==> src/rtl/bspl_pkg.sv <==
// Shared types, constants and helpers for the BSP point locator.
`timescale 1ns / 1ps
`default_nettype none
package bspl_pkg;

  localparam int NODE_COUNT_MAX = 4096;
  localparam int NODE_IDX_W     = $clog2(NODE_COUNT_MAX);
  localparam int COUNT_W        = 13;
  localparam int LINK_W         = 16;
  localparam int LEAF_W         = 15;
  localparam int LEAF_FLAG_BIT  = 15;
  localparam int COORD_W        = 32;
  localparam logic [COORD_W-1:0] SIGN32 = 32'h8000_0000;

  localparam logic [LINK_W-1:0] LEAF_FLAG = LINK_W'(1) << LEAF_FLAG_BIT;
  localparam logic [LINK_W-1:0] LINK_LIMIT = LINK_W'(NODE_COUNT_MAX);
  localparam logic [COUNT_W-1:0] COUNT_LIMIT = COUNT_W'(NODE_COUNT_MAX);

  typedef enum logic [0:0] {
    ACT_WRITE  = 1'b0,
    ACT_LOCATE = 1'b1
  } action_t;

  typedef enum logic [3:0] {
    ST_IDLE  = 4'b0001,
    ST_FETCH = 4'b0010,
    ST_MUL   = 4'b0100,
    ST_PICK  = 4'b1000
  } walk_state_t;

  typedef struct packed {
    logic [0:0]            action;
    logic [11:0]           node_index;
    logic signed [31:0]    node_x;
    logic signed [31:0]    node_y;
    logic signed [31:0]    node_dx;
    logic signed [31:0]    node_dy;
    logic [15:0]           child_front;
    logic [15:0]           child_back;
    logic signed [31:0]    point_x;
    logic signed [31:0]    point_y;
  } in_item_t;

  typedef struct packed {
    logic [14:0] leaf_index;
    logic        walk_error;
  } out_item_t;

  // one table entry: origin, direction and both links
  typedef struct packed {
    logic [LINK_W-1:0]  back;
    logic [LINK_W-1:0]  front;
    logic [COORD_W-1:0] dy;
    logic [COORD_W-1:0] dx;
    logic [COORD_W-1:0] oy;
    logic [COORD_W-1:0] ox;
  } node_ent_t;

  function automatic logic [LEAF_W-1:0] leaf_of(input logic [LINK_W-1:0] link);
    logic [LINK_W-1:0] cleared;
    cleared = link & ~LEAF_FLAG;
    return cleared[LEAF_W-1:0];
  endfunction

endpackage
`default_nettype wire

==> src/rtl/bspl_side.sv <==
// Front/back decision for one node: registered cross products, compare after.
`timescale 1ns / 1ps
`default_nettype none
module bspl_side
  import bspl_pkg::*;
(
  input  wire logic               clk,
  input  wire logic               en,
  input  wire node_ent_t          ent,
  input  wire logic [COORD_W-1:0] px,
  input  wire logic [COORD_W-1:0] py,
  output logic                    back
);

  logic [COORD_W-1:0] ex, ey;
  logic signed [47:0] prod_l, prod_r;
  logic               dy_pos, dy_neg, dx_pos, dx_neg;
  logic               fast, fast_back;

  logic               fast_r, fast_back_r;
  logic signed [31:0] lft_r, rgt_r;

  always_comb begin
    ex     = px - ent.ox;
    ey     = py - ent.oy;
    dy_neg = ent.dy[COORD_W-1];
    dx_neg = ent.dx[COORD_W-1];
    dy_pos = !dy_neg && (ent.dy != '0);
    dx_pos = !dx_neg && (ent.dx != '0);
    // integer part of the direction times the offset; upper bits are the floor
    prod_l = $signed(ent.dy[31:16]) * $signed(ex);
    prod_r = $signed(ey) * $signed(ent.dx[31:16]);
    fast      = 1'b1;
    fast_back = 1'b0;
    if (ent.dx == '0) begin
      if ($signed(px) <= $signed(ent.ox)) fast_back = dy_pos;
      else                                fast_back = dy_neg;
    end else if (ent.dy == '0) begin
      if ($signed(py) <= $signed(ent.oy)) fast_back = dx_neg;
      else                                fast_back = dx_pos;
    end else if (((ent.dy ^ ent.dx ^ ex ^ ey) & SIGN32) != '0) begin
      fast_back = ((ent.dy ^ ex) & SIGN32) != '0;
    end else begin
      fast = 1'b0;
    end
  end

  always_ff @(posedge clk) begin
    if (en) begin
      fast_r      <= fast;
      fast_back_r <= fast_back;
      lft_r       <= prod_l[47:16];
      rgt_r       <= prod_r[47:16];
    end
  end

  assign back = fast_r ? fast_back_r : !(rgt_r < lft_r);

endmodule
`default_nettype wire

==> config.mk <==
export PLATFORM = sky130hd
export DESIGN_NAME = bspl_side
export DESIGN_NICKNAME = d
export VERILOG_FILES = /design/src/rtl/bspl_pkg.sv /design/src/rtl/bspl_side.sv
export SDC_FILE = /design/constraint.sdc
export NUM_CORES = 2
export LEC_CHECK = 0
export BUFFER_PORTS_ARGS = -buffer_cell sky130_fd_sc_hd__buf_2
export CAP_MARGIN = 20
export CORE_MARGIN = 5
export CORE_UTILIZATION = 30
export CTS_CLUSTER_DIAMETER = 100
export DETAILED_ROUTE_END_ITERATION = 8
export GPL_TIMING_DRIVEN = 0
export HOLD_SLACK_MARGIN = 0.1
export RECOVER_POWER = 100
export SLEW_MARGIN = 20
export SYNTH_ARGS = -nofsm -noshare
export SYNTH_HDL_FRONTEND = slang
export SYNTH_SLANG_ARGS = --single-unit
==> constraint.sdc <==
create_clock -name clk -period 11 [get_ports clk]
set_input_delay 2.2 -clock clk [delete_from_list [all_inputs] [get_ports clk]]
set_output_delay 2.2 -clock clk [all_outputs]
set_load 0.01 [all_outputs]
# Yosys cells after proc, flatten, opt, wreduce, memory -nomap -nowiden

Index checks and enable logic that the tools add are counted.

Memory bits (read-only): 0
Input port bits: 226
RAM bits: 0
Latch bits: 0
Logic and storage cells: 32
Output and inout bits: 1
Memories kept: 0
Register bits: 66

Equality and inequality tests: 0
$lt $le $gt $ge: 3
Add/subtract/negate cells: 2
Bitwise gates (word level): 4
Muxes and demuxes: 7
Divide/modulo/power cells: 0
Multipliers: 2
Shift operators: 0
Reduce and logical (&&, ||, !) cells: 10

Operators by type and width:

| cell                | number |
|---|---|
| $xor A32 B32 Y32    | 4 |
| $le A32 B32 Y1      | 2 |
| $logic_not A32 Y1   | 2 |
| $reduce_bool A32 Y1 | 2 |
| $sub A32 B32 Y32    | 2 |
| $mul A16 B32 Y48    | 1 |
| $mul A32 B16 Y48    | 1 |
| $lt A32 B32 Y1      | 1 |
| $mux W1             | 7 |
| $logic_not A1 Y1    | 3 |
| $logic_and A1 B1 Y1 | 2 |
| $reduce_or A2 Y1    | 1 |

# Logic depth before layout (Yosys ltp)

Depth in word-level cells: 6
Depth in mapped cells: 38
Gate-level depth less buffers: 36

# Least setup slack after synthesis

No wires, ideal clock.

Kind: input to register
Start point: input ent[53] (netlist bit)
End point: register rgt_r[31] (data pin)
Data arrival time: 10.244 ns
Setup slack: 0.497 ns
Stages on the path: 34
Buffers on the path: 3
Cell sequence: inv_1 -> ha_1 -> buf_6 -> and2_1 -> o31a_1 -> or3_1 -> a221o_1 -> a31oi_2 -> o21ai_2 -> a221o_1 -> xor2_1 -> buf_2 -> nand2_1 -> inv_1 -> fa_1 -> fa_1 -> inv_1 -> fa_1 -> fa_1 -> fa_1 -> fa_1 -> inv_1 -> ha_1 -> clkbuf_1 -> a21oi_1 -> o21ai_0 -> a21oi_1 -> nor2b_1 -> o21a_1 -> o21ai_0 -> nand2b_1 -> a211oi_1 -> o21bai_1 -> xnor2_1

Longest elaborated chain between the ends: 2

Ends and longest elaborated chain:

| what                 | line            | text |
|---|---|---|
| from (decl)          | bspl_side.sv:9  | `input wire node_ent_t ent,` |
| $sub A32 B32 Y32     | bspl_side.sv:25 | `ey = py - ent.oy;` |
| $mul A32 B16 Y48     | bspl_side.sv:32 | `prod_r = $signed(ey) * $signed(ent.dx[31:16]);` |
| named net prod_r[47] | bspl_side.sv:16 | `logic signed [47:0] prod_l, prod_r;` |
| to (signal assigned) | bspl_side.sv:53 | `rgt_r <= prod_r[47:16];` |
| to (decl)            | bspl_side.sv:21 | `logic signed [31:0] lft_r, rgt_r;` |

The timed path passes the listed nets, and every way through them passes these cells.
A chain may end at the register's enable or synchronous reset.

# Worst setup path in the final report

Start point: input ent[34] (netlist bit)
End point: register rgt_r[28] (data pin)

The elaborated chain is that of the path after synthesis.

==> impl_metrics.yaml <==
global_routing:
  global_route.overflow_total: 0
  antenna_found_initial: 9
  grt_max_degree: 48
  grt_pass1_vias: 34068
  grt_usage_pct: 17.0
  grt_pass1_wl_mm: 195
timing:
  fin_tns_setup_ns: 0
  hold_viol_final: 0
  rsz0062_at_grt: "yes"
  min_period_ns: 10.69
  period_share_pct: 97.2
  drv_slew: 48
  setup_viol: 0
  fmax_mhz: 93.5
  relSlewSlack_pct: -60.7
  worstMarginPinSlew_ns: 2.41
setup_path:
  slowest_stage: "fa_1"
  cp-start-kind: "primary input"
  critical-path-max-stage-delay_ns: 0.56
  endpoint_kind: "register"
  required_ns: 11.18
  critPathMaxFanout: 10
  worstSetupPathType: "primary input to register"
  cp.arrival_ns: 10.88
  crit_top_cell: "fa_1"
cts:
  cts_hold_buf: 0
  cts.sink_count: 66
  cts_tree: "yes"
  cts-buffers-inserted: 9
  clock_tree.root_cell: "clkbuf_16"
  cts.htree.levels: 3
  cts_max_path_buffers: 2
  path_clk_slew_ns: 0.05
synthesis:
  syn_inst: 4651
  ys_warn_count: 0
  synth_seq_cells: 66
  synth_nets: 6167
  synthTopCellsByCount: "1153 x inv_1, 972 x fa_1, 628 x nand2_1"
  ys.flop_type: "edfxtp_1"
  avgSynthCellArea_um2: 8.90
  async_flop_share_pct: 0
  synth_most_common_cell: "inv_1"
  synth_top_area_cell: "fa_1"
  syn_area_um2: 41400
  ys_types: 75
  synth_top_area_share_pct: 47.0
  synth_area_leaders: "fa_1 47%, inv_1 10%, ha_1 9.6%"
  seq_area_frac_synth_pct: 4.79
  synth_edf_count: 66
flow_run:
  cap_violations: 1
detailed_routing:
  vias: 32131
  first_iter_violations: 2217
  dr.pass1.iters: 6
  remaining_drc_errors: 0
  routed_via_density: 4.81
  drt-total-wl_mm: 123
  wl_per_cell_um: 18.4
  ant_nets: 0
hold_path:
  hp-class: "primary input to register"
outcome:
  violations: "max-capacitance violations, max-slew violations"
  status: "finished, violations left"
cells_and_area:
  multi_input_area_um2: 35200
  drive_above_1_share_pct: 8.26
  ff_latch_area_um2: 1980
  fin_nets: 6392
  fin_util_pct: 33.6
  syn2layout_area_growth_pct: 11.5
  n_fill_cell: 14126
floorplan:
  coreArea_um2: 137000
  start_util_pct: 30.1
  pin_count: 227
  num_rows: 136
  die-area_um2: 145000
  die_h_um: 381
  die_x_um: 381
placed_design:
  dp.final_hpwl_mm: 104
  routabilityCongestion: 0.933
  io_buffer_count: 179
-- per-layer routing --
layer  vias to the layer above  share of wire (%)  track usage (%)
met4                         8                3.5             4.63
met5                         -              0.039                0
met1                     16369                 42             23.0
met3                       245                7.1             2.51
li1                      14345                  -                -
met2                      1164                 47             28.4
-- critical path: cells and delay by family --
| kind | cells | cell delay, ns |
|---|---|---|
| fa+ha+maj | 8 | 3.81 |
| compound gates | 11 | 2.65 |
| simple gates | 5 | 1.11 |
| buf+inv | 7 | 0.69 |
| mux | 1 | 0.39 |
-- worst paths after layout --
check,to,cells after the start,start
max,rgt_r[28],32,ent[34]
min,fast_r,6,ent[102]
-- layout make-up --
type	count	area share, %
multi-input combinational	3218	76.2
buffer	195	1.88
clock buffer	11	0.504
clock inverter	4	0.0434
sequential	66	4.29
inverter	1161	9.44
antenna	2	0.0108
tap	1794	4.86
timing repair buffer	225	2.76
-- stage by stage --
step	std cells	worst slack, ns	cell area [um^2]	hold WS (ns)
floorplan	4651	0.497	41400	2.31
global placement	6624	-1.52	44500	2.86
detailed placement	6625	-1.63	44600	2.65
CTS	6645	-0.0781	45400	2.29
global route	6674	-0.125	46100	2.56
finish	6676	0.306	46100	2.49
-- state kept, by name, summed over array words and instances, names as in the netlist --
name         cells
rgt_r           32
fast_r           1
fast_back_r      1
lft_r           32
-- logic make-up (layout without fill, tap and decap cells) --
logic type	after synthesis	in the layout	synth area share (%)
buffers and inverters	1367	1596	12.4
and+or+nand+nor	1360	1360	15.9
adders and majority gates	1290	1290	56.6
AOI/OAI and AO/OA	407	407	6.61
xor gates and xnor gates	135	135	2.91
DFF	66	66	4.79
muxes	26	26	0.653
other	0	2	0
-- cells in the final DEF, fill, tap and decap left out, drive strengths merged, types with 5 or more instances in the layout --
| cell | Yosys | routed |
|---|---|---|
| buf | 10 | 234 |
| a41oi | 8 | 8 |
| clkinv | 4 | 7 |
| o21bai | 18 | 18 |
| o2111a | 10 | 10 |
| mux2 | 8 | 8 |
| o22ai | 10 | 10 |
| fa | 972 | 972 |
| inv | 1157 | 1157 |
| nor2 | 110 | 110 |
| nand4 | 22 | 22 |
| nand2 | 628 | 628 |
| nand2b | 48 | 48 |
| nor2b | 58 | 58 |
| nor3b | 5 | 5 |
| and2 | 325 | 325 |
| xnor2 | 96 | 96 |
| a31oi | 11 | 11 |
| ha | 318 | 318 |
| o2111ai | 9 | 9 |
| a311oi | 10 | 10 |
| a21o | 52 | 52 |
| edfxtp | 66 | 66 |
| nor3 | 18 | 18 |
| clkbuf | 196 | 197 |
| mux2i | 18 | 18 |
| and3 | 32 | 32 |
| a2111oi | 7 | 7 |
| or3 | 9 | 9 |
| xor2 | 38 | 38 |
| nor4 | 18 | 18 |
| o21a | 25 | 25 |
| and4 | 5 | 5 |
| a21oi | 120 | 120 |
| o211ai | 12 | 12 |
| nand3 | 71 | 71 |
| a211oi | 11 | 11 |
| o21ai | 68 | 68 |
-- what timing repair did --
action | 4_1_cts | 5_1_grt
setup endpoints to repair | 46 | 41
pin swaps | 12 | 28
gates resized for setup | 103 | 127
buffers inserted | 11 | 34
Power is not shown: default switching activity piles up to over one toggle a cycle in this logic, so the estimate is an artifact.
